--- src/rtl/core/vtpg_pkg.sv ---
package vtpg_pkg;

  // Field and register widths
  localparam int unsigned ColW     = 12;
  localparam int unsigned RowW     = 9;
  localparam int unsigned PixW     = 16;
  localparam int unsigned ModeW    = 2;
  localparam int unsigned CfgIdxW  = 1;
  localparam int unsigned CfgDataW = 12;

  // Column gradient divider: numerator column*255, 8-bit quotient
  localparam int unsigned NumW = ColW + 8;
  localparam int unsigned QuoW = 8;

  localparam int unsigned FRAME_HEIGHT_DEFAULT = 480;

  // Pattern modes; the unused code falls back to the checkerboard
  localparam logic [ModeW-1:0] MODE_CHECKER = 2'd0;
  localparam logic [ModeW-1:0] MODE_BANDS   = 2'd1;
  localparam logic [ModeW-1:0] MODE_PROBE   = 2'd2;

  // Register indexes
  localparam logic [CfgIdxW-1:0] CFG_PATTERN_MODE = 1'b0;
  localparam logic [CfgIdxW-1:0] CFG_ACTIVE_WIDTH = 1'b1;

  localparam logic [ModeW-1:0] MODE_RESET  = MODE_CHECKER;
  localparam logic [ColW-1:0]  WIDTH_RESET = 12'd720;

  // Probe border that wins for a pixel
  typedef enum logic [2:0] {
    BRD_NONE,
    BRD_TOP,
    BRD_BOTTOM,
    BRD_LEFT,
    BRD_RIGHT
  } border_e;

  // Per-pixel control carried down the pipeline
  typedef struct packed {
    logic    pad;
    logic    probe;
    logic    tile;
    border_e border;
  } pix_info_t;

  function automatic logic [PixW-1:0] pack565(input logic [7:0] r,
                                              input logic [7:0] g,
                                              input logic [7:0] b);
    return {r[7:3], g[7:2], b[7:3]};
  endfunction

endpackage

--- src/rtl/core/vtpg_pattern.sv ---
module vtpg_pattern import vtpg_pkg::*; #(
  parameter int unsigned FRAME_HEIGHT = FRAME_HEIGHT_DEFAULT
) (
  input  logic [ColW-1:0]  column_i,
  input  logic [RowW-1:0]  row_i,
  input  logic [ModeW-1:0] mode_i,
  input  logic [ColW-1:0]  width_i,
  output logic [PixW-1:0]  pix_o,
  output pix_info_t        info_o
);

  localparam logic [ColW-1:0] BotStart = ColW'(FRAME_HEIGHT - 32);

  logic [7:0] x, y, yl;
  logic [4:0] xy_lo;
  logic [7:0] band;
  logic [7:0] r, g, b;
  logic       right_en;

  assign x     = column_i[7:0];
  assign y     = row_i[7:0];
  assign yl    = {row_i[6:0], 1'b0};
  assign xy_lo = column_i[4:0] + row_i[4:0];
  assign band  = {6'd0, xy_lo[4:3]};

  // Byte formulas of the checkerboard and band modes, all mod 256
  always_comb begin
    if (mode_i == MODE_BANDS) begin
      r = x * 8'd11 + y * 8'd5 + band * 8'd37;
      g = 8'd255 - x * 8'd3 + y * 8'd13;
      b = (x ^ yl) + band * 8'd61;
    end else if (column_i[4] ^ row_i[4]) begin
      r = x * 8'd5 + y * 8'd3;
      g = x ^ (y * 8'd7);
      b = 8'd255 - y * 8'd5 + x;
    end else begin
      r = 8'd255 - x * 8'd7 + y;
      g = y * 8'd9 + x * 8'd2;
      b = x * 8'd3 - y * 8'd11;
    end
  end

  assign pix_o = pack565(r, g, b);

  // Probe: right border wins over left, left over bottom, bottom over top
  assign right_en = (width_i >= ColW'(32)) && (column_i >= width_i - ColW'(32));

  always_comb begin
    info_o.pad   = column_i >= width_i;
    info_o.probe = mode_i == MODE_PROBE;
    info_o.tile  = column_i[ColW-1:4] != {{(ColW-RowW){1'b0}}, row_i[RowW-1:4]};
    priority if (right_en) begin
      info_o.border = BRD_RIGHT;
    end else if (column_i < ColW'(32)) begin
      info_o.border = BRD_LEFT;
    end else if (ColW'(row_i) >= BotStart) begin
      info_o.border = BRD_BOTTOM;
    end else if (row_i < RowW'(32)) begin
      info_o.border = BRD_TOP;
    end else begin
      info_o.border = BRD_NONE;
    end
  end

endmodule

--- src/rtl/core/vtpg_div_stage.sv ---
module vtpg_div_stage import vtpg_pkg::*; #(
  parameter int unsigned STEP = 7
) (
  input  logic            clk_i,
  input  logic            en_i,
  input  logic [ColW-1:0] div_i,
  input  logic [NumW-1:0] rem_i,
  input  logic [QuoW-1:0] quo_i,
  output logic [NumW-1:0] rem_o,
  output logic [QuoW-1:0] quo_o
);

  logic [NumW-1:0] sh_hi, sh_lo;
  logic [NumW-1:0] rem_m, rem_d;
  logic [QuoW-1:0] quo_m, quo_d;
  logic [NumW-1:0] rem_q;
  logic [QuoW-1:0] quo_q;

  assign sh_hi = NumW'(div_i) << STEP;
  assign sh_lo = NumW'(div_i) << (STEP - 1);

  // Two restoring steps: quotient bits STEP and STEP-1
  always_comb begin
    rem_m = rem_i;
    quo_m = quo_i;
    if (rem_i >= sh_hi) begin
      rem_m       = rem_i - sh_hi;
      quo_m[STEP] = 1'b1;
    end
    rem_d = rem_m;
    quo_d = quo_m;
    if (rem_m >= sh_lo) begin
      rem_d         = rem_m - sh_lo;
      quo_d[STEP-1] = 1'b1;
    end
  end

  always_ff @(posedge clk_i) begin
    if (en_i) begin
      rem_q <= rem_d;
      quo_q <= quo_d;
    end
  end

  assign rem_o = rem_q;
  assign quo_o = quo_q;

endmodule

--- src/rtl/core/vtpg_row_scale.sv ---
module vtpg_row_scale import vtpg_pkg::*; #(
  parameter int unsigned FRAME_HEIGHT = FRAME_HEIGHT_DEFAULT
) (
  input  logic            clk_i,
  input  logic            en_i,
  input  logic [RowW-1:0] row_i,
  output logic [7:0]      grad_o
);

  // row*255 / (FRAME_HEIGHT-1) by reciprocal, then one correction step
  localparam int unsigned NumRW   = RowW + 8;
  localparam int unsigned RowDiv  = FRAME_HEIGHT - 1;
  localparam int unsigned Recip   = (2 ** NumRW) / RowDiv;
  localparam int unsigned RecipW  = $clog2(Recip + 1);
  localparam int unsigned ProdW   = NumRW + RecipW;
  localparam logic [ProdW-1:0] MulC = ProdW'(255 * Recip);
  localparam logic [NumRW-1:0] DivC = NumRW'(RowDiv);

  logic [NumRW-1:0]  num_a_d, num_a_q, num_b_q;
  logic [ProdW-1:0]  prod_a_d, prod_a_q;
  logic [RecipW-1:0] qest_b_d, qest_b_q;
  logic [NumRW-1:0]  qd_b_d, qd_b_q;
  logic [NumRW-1:0]  rem_c;
  logic [RecipW-1:0] quo_c;
  logic [7:0]        grad_c_q, grad_d_q, grad_e_q;

  assign num_a_d  = {row_i, 8'd0} - NumRW'(row_i);
  assign prod_a_d = ProdW'(row_i) * MulC;

  assign qest_b_d = prod_a_q[ProdW-1:NumRW];
  assign qd_b_d   = NumRW'(qest_b_d) * DivC;

  // estimate is low by at most one
  assign rem_c = num_b_q - qd_b_q;
  assign quo_c = (rem_c >= DivC) ? qest_b_q + RecipW'(1) : qest_b_q;

  always_ff @(posedge clk_i) begin
    if (en_i) begin
      num_a_q  <= num_a_d;
      prod_a_q <= prod_a_d;
      num_b_q  <= num_a_q;
      qest_b_q <= qest_b_d;
      qd_b_q   <= qd_b_d;
      grad_c_q <= 8'(quo_c);
      grad_d_q <= grad_c_q;
      grad_e_q <= grad_d_q;
    end
  end

  assign grad_o = grad_e_q;

endmodule

--- src/rtl/core/video_test_pattern_generator_unit.sv ---
// Channel    Dir  Fields (low bit up)              Transaction when
// s_axis     in   tdata: column[11:0] row[20:12]   s_axis_tvalid && s_axis_tready
// m_axis     out  tdata: pixel[15:0] (RGB565)      m_axis_tvalid && m_axis_tready
// cfg        in   index 0 pattern_mode, 1 width    cfg_we_i high
//
// One pixel per cycle sustained while m_axis does not stall; output valid follows the
// input transaction through seven register stages (input register, pattern stage,
// four column-divider stages, output register). The column gradient divider
// retires two quotient bits per stage. Reset clears the valid bits and the configuration
// registers (mode 0, width 720). A stall on m_axis freezes the whole pipeline;
// s_axis_tready drops only while the output register is full and not taken.
module video_test_pattern_generator_unit import vtpg_pkg::*; #(
  parameter int unsigned FRAME_HEIGHT = FRAME_HEIGHT_DEFAULT
) (
  input  logic                clk_i,
  input  logic                rst_ni,
  input  logic                s_axis_tvalid,
  output logic                s_axis_tready,
  input  logic [23:0]         s_axis_tdata,   // column[11:0], row[20:12], zero pad
  output logic                m_axis_tvalid,
  input  logic                m_axis_tready,
  output logic [PixW-1:0]     m_axis_tdata,   // pixel[15:0]
  input  logic                cfg_we_i,
  input  logic [CfgIdxW-1:0]  cfg_index_i,
  input  logic [CfgDataW-1:0] cfg_data_i
);

  localparam int unsigned NStage = 7;

  logic [ModeW-1:0] mode_q;
  logic [ColW-1:0]  width_q;
  logic [ColW-1:0]  div_w;

  logic             en;
  logic [NStage:1]  vld_q;

  logic [ColW-1:0]  col1_q;
  logic [RowW-1:0]  row1_q;

  logic [PixW-1:0]  pix_s1;
  pix_info_t        info_s1;
  logic [PixW-1:0]  pix_q  [2:6];
  pix_info_t        info_q [2:6];

  logic [NumW-1:0]  num2_q;
  logic [NumW-1:0]  rem3, rem4, rem5, rem6;
  logic [QuoW-1:0]  quo3, quo4, quo5, quo6;
  logic [7:0]       grad6;

  logic [7:0]       pr, pg, pb;
  logic [PixW-1:0]  out_d, out_q;

  // Configuration registers
  always_ff @(posedge clk_i or negedge rst_ni) begin
    if (!rst_ni) begin
      mode_q  <= MODE_RESET;
      width_q <= WIDTH_RESET;
    end else if (cfg_we_i) begin
      unique case (cfg_index_i)
        CFG_PATTERN_MODE: mode_q  <= cfg_data_i[ModeW-1:0];
        CFG_ACTIVE_WIDTH: width_q <= cfg_data_i[ColW-1:0];
        default: ;
      endcase
    end
  end

  assign div_w = width_q - ColW'(1);

  // Whole pipeline moves unless the output register is held
  assign en            = !vld_q[NStage] || m_axis_tready;
  assign s_axis_tready = en;

  always_ff @(posedge clk_i or negedge rst_ni) begin
    if (!rst_ni) begin
      vld_q <= '0;
    end else if (en) begin
      vld_q <= {vld_q[NStage-1:1], s_axis_tvalid};
    end
  end

  // Stage 1: input register
  always_ff @(posedge clk_i) begin
    if (en) begin
      col1_q <= s_axis_tdata[ColW-1:0];
      row1_q <= s_axis_tdata[ColW+RowW-1:ColW];
    end
  end

  vtpg_pattern #(
    .FRAME_HEIGHT(FRAME_HEIGHT)
  ) u_pattern (
    .column_i(col1_q),
    .row_i   (row1_q),
    .mode_i  (mode_q),
    .width_i (width_q),
    .pix_o   (pix_s1),
    .info_o  (info_s1)
  );

  // Stage 2..6: pattern results ride along with the divider
  always_ff @(posedge clk_i) begin
    if (en) begin
      pix_q[2]  <= pix_s1;
      info_q[2] <= info_s1;
      num2_q    <= {col1_q, 8'd0} - NumW'(col1_q);
      for (int i = 3; i <= 6; i++) begin
        pix_q[i]  <= pix_q[i-1];
        info_q[i] <= info_q[i-1];
      end
    end
  end

  vtpg_div_stage #(.STEP(7)) u_div0 (
    .clk_i(clk_i), .en_i(en), .div_i(div_w),
    .rem_i(num2_q), .quo_i('0), .rem_o(rem3), .quo_o(quo3)
  );
  vtpg_div_stage #(.STEP(5)) u_div1 (
    .clk_i(clk_i), .en_i(en), .div_i(div_w),
    .rem_i(rem3), .quo_i(quo3), .rem_o(rem4), .quo_o(quo4)
  );
  vtpg_div_stage #(.STEP(3)) u_div2 (
    .clk_i(clk_i), .en_i(en), .div_i(div_w),
    .rem_i(rem4), .quo_i(quo4), .rem_o(rem5), .quo_o(quo5)
  );
  vtpg_div_stage #(.STEP(1)) u_div3 (
    .clk_i(clk_i), .en_i(en), .div_i(div_w),
    .rem_i(rem5), .quo_i(quo5), .rem_o(rem6), .quo_o(quo6)
  );

  vtpg_row_scale #(
    .FRAME_HEIGHT(FRAME_HEIGHT)
  ) u_row_scale (
    .clk_i (clk_i),
    .en_i  (en),
    .row_i (row1_q),
    .grad_o(grad6)
  );

  // Probe colors, borders last
  always_comb begin
    pr = grad6;
    pg = (width_q > ColW'(1)) ? quo6 : 8'd0;
    pb = info_q[6].tile ? 8'd255 : 8'd0;
    unique case (info_q[6].border)
      BRD_NONE:   ;
      BRD_TOP:    begin pr = 8'd255; pg = 8'd0;   pb = 8'd0;   end
      BRD_BOTTOM: begin pr = 8'd0;   pg = 8'd255; pb = 8'd0;   end
      BRD_LEFT:   begin pr = 8'd0;   pg = 8'd0;   pb = 8'd255; end
      BRD_RIGHT:  begin pr = 8'd255; pg = 8'd255; pb = 8'd0;   end
      default:    ;
    endcase
    if (info_q[6].pad) begin
      out_d = '0;
    end else if (info_q[6].probe) begin
      out_d = pack565(pr, pg, pb);
    end else begin
      out_d = pix_q[6];
    end
  end

  // Stage 7: output register
  always_ff @(posedge clk_i) begin
    if (en) begin
      out_q <= out_d;
    end
  end

  assign m_axis_tvalid = vld_q[NStage];
  assign m_axis_tdata  = out_q;

  // remainder of the last divider stage is not needed
  logic unused_rem;
  assign unused_rem = ^rem6;

endmodule
--- config.mk ---
export PLATFORM = sky130hd
export DESIGN_NAME = video_test_pattern_generator_unit
export DESIGN_NICKNAME = d
export VERILOG_FILES = /design/src/rtl/core/vtpg_pkg.sv /design/src/rtl/core/vtpg_pattern.sv /design/src/rtl/core/vtpg_div_stage.sv /design/src/rtl/core/vtpg_row_scale.sv /design/src/rtl/core/video_test_pattern_generator_unit.sv
export SDC_FILE = /design/constraint.sdc
export NUM_CORES = 1
export LEC_CHECK = 0
export BUFFER_PORTS_ARGS = -buffer_cell sky130_fd_sc_hd__buf_2
export CAP_MARGIN = 25
export CORE_MARGIN = 4
export CORE_UTILIZATION = 40
export CTS_BUF_LIST = sky130_fd_sc_hd__clkbuf_8
export CTS_CLUSTER_DIAMETER = 40
export DETAILED_ROUTE_END_ITERATION = 8
export GPL_ROUTABILITY_DRIVEN = 0
export SLEW_MARGIN = 20
export SYNTH_ARGS = -nofsm -noshare
export SYNTH_HDL_FRONTEND = slang
export SYNTH_HIERARCHICAL = 1
export SYNTH_SLANG_ARGS = --single-unit
--- constraint.sdc ---
create_clock -name clk_i -period 22.1 [get_ports clk_i]
set_input_delay 1.105 -clock clk_i [delete_from_list [all_inputs] [get_ports clk_i]]
set_output_delay 1.105 -clock clk_i [all_outputs]
set_load 0.02 [all_outputs]
==> flow_metrics.py, run 1 <==
metrics = {
    "setup_path": {
        "crit_family": "simple AND/OR/NAND/NOR gates",
        "critPathSlowestCell": "or3_1",
        "critPathKind": "register to register",
        "r2r_slack_ns": 15.08,
        "crit_fanout": 19,
        "slowest_delay_ns": 0.62,
        "required_ns": 22.48,
        "cp-end-kind": "register",
        "cp_cell_sequence": "inv_1 -> ha_1 -> nand2_1 -> nor3_1 -> xor2_1 -> inv_1 -> ha_1 -> a21oi_1 -> o21ai_0 -> and2_1 -> a211o_1 -> or3_1 -> mux2_2 -> ha_1 -> a21o_1 -> a211oi_1 -> nand2b_1 -> a31oi_1 -> o21ai_0 -> nor3_1 -> mux2_2",
        "path_buf_inv": 2,
        "crit_top_cell": "ha_1",
        "critical_path_arrival_ns": 7.40,
        "startpoint_type": "register",
    },
    "timing": {
        "worst_pin_slew_ns": 0.9957,
        "max-slew-margin-rel": 0.3362,
        "drv_slew": 0,
        "max_freq_mhz": 142.4,
        "hold_slack_ns": 0.4116,
        "finalCritPeriodShare": 0.3178,
        "period_needed_ns": 7.024,
        "rsz0062_at_grt": "no",
        "clock_skew_ns": 0.02925,
        "final.setup.tns_ns": 0,
        "hold_viol_final": 0,
        "setup_ws_ns": 15.08,
        "setup_viol": 0,
    },
    "clock_network": {
        "cts_setup_buffers": 0,
        "clk_latency_ns": 0.62,
        "clkTransAtPathRegs_ns": 0.06,
        "clk_path_buf_depth": 3,
        "htree_levels": 2,
        "cts_resized": 0,
        "cts_tree": "done",
        "cts_sinks": 334,
        "cts_made_buffers": 53,
        "cts_root_buf": "clkbuf_8",
        "cts_hold_buf": 0,
    },
    "synth": {
        "postSynthCellCount": 2466,
        "ys_warn_count": 6,
        "synth.cell_area_mm2": 0.02703,
        "avgSynthCellArea_um2": 10.96,
    },
    "placed_design": {
        "pre_cts_slack_ns": 14.98,
        "hpwl_um": 45470,
        "io_buffers": 56,
        "numPlacedInstances": 3381,
    },
    "floorplanning": {
        "die_w_um": 268.0,
        "initial_core_util": 0.4032,
        "fp-row-count": 95,
        "core_area_mm2": 0.06704,
        "ios": 60,
        "fp.dieH_um": 268.0,
        "fp.dieArea_mm2": 0.07180,
    },
    "drt": {
        "vias_per_cell": 5.168,
        "dr_total_vias": 17983,
        "first_iter_violations": 1007,
        "routed_wl_um": 58290,
        "ant_nets": 0,
        "wire_per_inst_um": 16.75,
        "drcViolationCount": 0,
        "firstDrtPassIters": 6,
    },
    "global_route": {
        "grt-ovfl-total": 0,
        "grt_pass1_vias": 18593,
        "grt_max_degree": 173,
        "grt_pass1_wl_um": 95120,
        "antenna_found_initial": 2,
        "grtUsageTotal": 0.1636,
    },
    "worst_hold_path": {
        "hp-class": "register to register",
    },
    "cells_and_area": {
        "area_growth_pct": 8.813,
        "drive_gt1_frac": 0.1044,
        "final_nets": 3088,
        "stdcell_count": 3480,
    },
    "run": {
        "cap_violations": 0,
    },
    "status": {
        "status": "complete, no violations",
    },
}
[per-layer routing]
layer	global-route usage	part of all wire
met1	0.2163	0.45
met2	0.2808	0.48
met3	0.01987	0.043
met4	0.05482	0.027
met5	0	0.00017
[cells in the final DEF (no fill, tap or decap), types with 21 or more instances in the layout]
cell and instances:
a211oi_1 27, a21o_1 43, a21oi_1 138, buf_2 56
buf_4 21, clkbuf_8 55, edfxtp_1 313, fa_1 145
ha_1 337, inv_1 406, mux2_2 52, nand2_1 94
nand2b_1 38, nand3_1 29, nor2_1 133, nor3_1 39
o211ai_1 25, o21a_1 25, o21ai_0 75, xnor2_1 139
xor2_1 77
[worst paths after layout]
path | from | to | cells after the start
setup reg to reg | width_q[0] | u_div0/rem_o[7] | 21
min in group asynchronous | rst_ni | width_q[10] | 1
hold reg to reg | pix_q[0][57] | pix_q[0][73] | 0
setup / recovery | width_q[0] | u_div0/rem_o[7] | 21
max in group asynchronous | rst_ni | vld_q[2] | 1
hold / removal | pix_q[0][57] | pix_q[0][73] | 0
[sequential cells by signal, summed over array words and instances, names as in the netlist, 12 cells and up]
register / flops
pix_q: 80
info_q: 30
num2_q: 20
u_div0/rem_o: 20
u_div1/rem_o: 20
u_row_scale/num_a_q: 17
u_row_scale/num_b_q: 17
m_axis_tdata: 16
u_row_scale/qd_b_q: 16
col1_q: 12
width_q: 12
[through the flow]
stage / util / area, um^2
2_1_floorplan: - / 27050
6_report: 0.4388 / 29410
5_1_grt: 0.4388 / 29410
4_1_cts: 0.4386 / 29400
3_5_place_dp: 0.4232 / 28370
3_3_place_gp: 0.4232 / 28370
[final cells by class]
cell class / count / area, um^2
fillers: 6315 / 37620
multi-input cells: 1704 / 15420
flip-flops and latches: 334 / 9930
inverters: 392 / 1471
well taps: 873 / 1092
clock buffers: 55 / 757.0
repair buffers: 79 / 469.2
clock inverters: 42 / 270.3
diodes: 1 / 2.502
Power of run 1 is not shown: default switching activity piles up to over one toggle a cycle in this logic, so the estimate is an artifact.
==> run 2: changes to the inputs <==
--- a/config.mk
+++ b/config.mk
@@ -5,6 +5,7 @@
 export SDC_FILE = /design/constraint.sdc
 export NUM_CORES = 1
 export LEC_CHECK = 0
+export ABC_AREA = 1
 export BUFFER_PORTS_ARGS = -buffer_cell sky130_fd_sc_hd__buf_2
 export CAP_MARGIN = 25
 export CORE_MARGIN = 4
==> constraint.sdc (replaced) <==
create_clock -name clk_i -period 6.5 [get_ports clk_i]
set_input_delay 0.325 -clock clk_i [delete_from_list [all_inputs] [get_ports clk_i]]
set_output_delay 0.325 -clock clk_i [all_outputs]
set_load 0.02 [all_outputs]
==> run 2 against run 1 <==
  * Core utilization grew 1.1 points
  * Final cell count rose by 29%
  * Sequential share of layout area is 3.0 points lower
  * Critical path type unchanged
  * Critical endpoint is now u_div1/quo_o[4]
  * Largest cell class unchanged
==> flow_metrics.py, run 2 <==
metrics = {
    "status": {
        "status": "complete, no violations",
    },
    "cells_and_area": {
        "area_growth_pct": 10.80,
        "fin_area_mm2": 0.03231,
        "top_regs": "pix_q x80, info_q x30",
        "top_register": "pix_q",
        "final_common_cell": "nand2_1",
        "final_nets": 4025,
        "n_fill_cell": 7072,
        "drive_gt1_frac": 0.1011,
        "largest_reg_flops": 80,
        "layout_common_cells": "nand2_1 (776), inv_1 (643), ha_1 (337), edfxtp_1 (313), nand3_1 (178)",
    },
    "timing": {
        "max_freq_mhz": 174.3,
        "drv_slew": 0,
        "final.setup.tns_ns": 0,
        "finalCritPeriodShare": 0.8825,
        "setup_viol": 0,
        "worst_pin_slew_ns": 0.9112,
        "setup_ws_ns": 0.7635,
        "period_needed_ns": 5.737,
        "hold_viol_final": 0,
        "max-slew-margin-rel": 0.3910,
        "rsz0062_at_grt": "no",
        "clock_skew_ns": 0.04418,
    },
    "drt": {
        "vias_per_cell": 4.738,
        "ant_nets": 0,
        "dr_total_vias": 21336,
        "firstDrtPassIters": 5,
        "routed_wl_um": 64990,
        "first_iter_violations": 1134,
        "wire_per_inst_um": 14.43,
        "drcViolationCount": 0,
    },
    "placed_design": {
        "io_buffers": 56,
        "pre_cts_slack_ns": 0.7189,
        "hpwl_um": 52030,
        "place_area_mm2": 0.03063,
    },
    "floorplanning": {
        "die_w_um": 278.0,
        "core_area_mm2": 0.07185,
        "ios": 60,
        "fp.dieH_um": 278.0,
        "initial_core_util": 0.4058,
        "fp.dieArea_mm2": 0.07729,
        "fp-row-count": 98,
    },
    "setup_path": {
        "crit_fanout": 20,
        "r2r_slack_ns": 0.76,
        "reg2reg_depth": 27,
        "slowest_delay_ns": 0.51,
        "critical_path_arrival_ns": 6.10,
        "critPathKind": "register to register",
        "r2r_start": "width_q[0]",
        "critPathSlowestCell": "nor2_2",
        "r2r-end": "u_div1/quo_o[4]",
        "startpoint_type": "register",
        "crit_top_cell": "nand2_1",
        "cp-end-kind": "register",
        "required_ns": 6.87,
    },
    "worst_hold_path": {
        "hp-class": "input port to register",
        "hp-start": "cfg_data_i[0]",
        "min_to": "mode_q[0]",
        "whs_path_depth": 3,
    },
    "clock_network": {
        "cts_sinks": 334,
        "cts_root_buf": "clkbuf_8",
        "clk_path_buf_depth": 3,
        "clk_latency_ns": 0.64,
        "cts_setup_buffers": 0,
        "cts_made_buffers": 67,
        "clkTransAtPathRegs_ns": 0.06,
        "htree_levels": 3,
        "cts_tree": "done",
    },
    "synth": {
        "synth.cell_area_mm2": 0.02916,
        "avgSynthCellArea_um2": 8.728,
        "ys_warn_count": 6,
        "postSynthCellCount": 3341,
    },
    "run": {
        "cap_violations": 0,
    },
    "global_route": {
        "grt_pass1_vias": 20837,
        "grtUsageTotal": 0.1696,
        "grt-ovfl-total": 0,
        "grt_max_degree": 141,
        "grt_pass1_wl_um": 106500,
        "antenna_found_initial": 1,
    },
}
run 2: how the worst max path moves through the flow:
stage,slack [ns],endpoint,startpoint
floorplan,1.21,vld_q[3],vld_q[7]
global placement,0.84,u_div1/quo_o[4],width_q[0]
detailed placement,0.72,u_div1/quo_o[4],width_q[0]
CTS,0.70,u_div1/quo_o[4],width_q[0]
global route,0.10,u_div1/quo_o[4],width_q[0]
finish,0.76,u_div1/quo_o[4],width_q[0]
run 2: what timing repair did:
| action | CTS | global route |
|---|---|---|
| setup endpoints to repair | 0 | 0 |
| endpoints found under the hold margin | 53 | 0 |
| gates resized for setup | 0 | 0 |
| hold buffers | 33 | 0 |
run 2: metal layers:
| layer | global-route usage | up-vias | part of all wire |
|---|---|---|---|
| li1 | - | 11105 | - |
| met1 | 0.2357 | 9778 | 0.48 |
| met2 | 0.2772 | 348 | 0.45 |
| met3 | 0.02173 | 105 | 0.039 |
| met4 | 0.05368 | 0 | 0.026 |
| met5 | 0 | - | 0 |
run 2: metrics by stage:
| stage | hold WS [ns] | cells | utilization |
|---|---|---|---|
| after global routing | 0.05443 | 4503 | 0.4497 |
| after detailed placement | 0.3249 | 4349 | 0.4263 |
| after CTS | 0.003732 | 4502 | 0.4497 |
| after floorplan | 0.02941 | 3346 | - |
| after global placement | 0.3211 | 4349 | 0.4263 |
| final | 0.07539 | 4503 | 0.4497 |
run 2: worst max-delay path, delay by kind of cell, from the launching register on:
| family | cells | cell delay (ns) |
|---|---|---|
| AND/OR/NAND/NOR | 15 | 2.62 |
| buffers and inverters | 5 | 0.52 |
| AO/OA/AOI/OAI | 4 | 0.78 |
| adder cells (fa/ha/maj) | 2 | 0.79 |
| XOR/XNOR | 1 | 0.36 |
| flip-flops | 1 | 0.43 |
run 2: area by class of cell:
class / count / area, um^2 / share of cell area
tap: 950 / 1189 / 0.03679
antenna: 1 / 2.502 / 0.00007744
clock inverter: 50 / 381.6 / 0.01181
sequential: 334 / 9930 / 0.3073
timing repair buffer: 116 / 825.8 / 0.02556
clock buffer: 70 / 963.4 / 0.02982
inverter: 664 / 2506 / 0.07756
multi-input combinational: 2318 / 16510 / 0.5111
Power of run 2 is left out for the same reason.
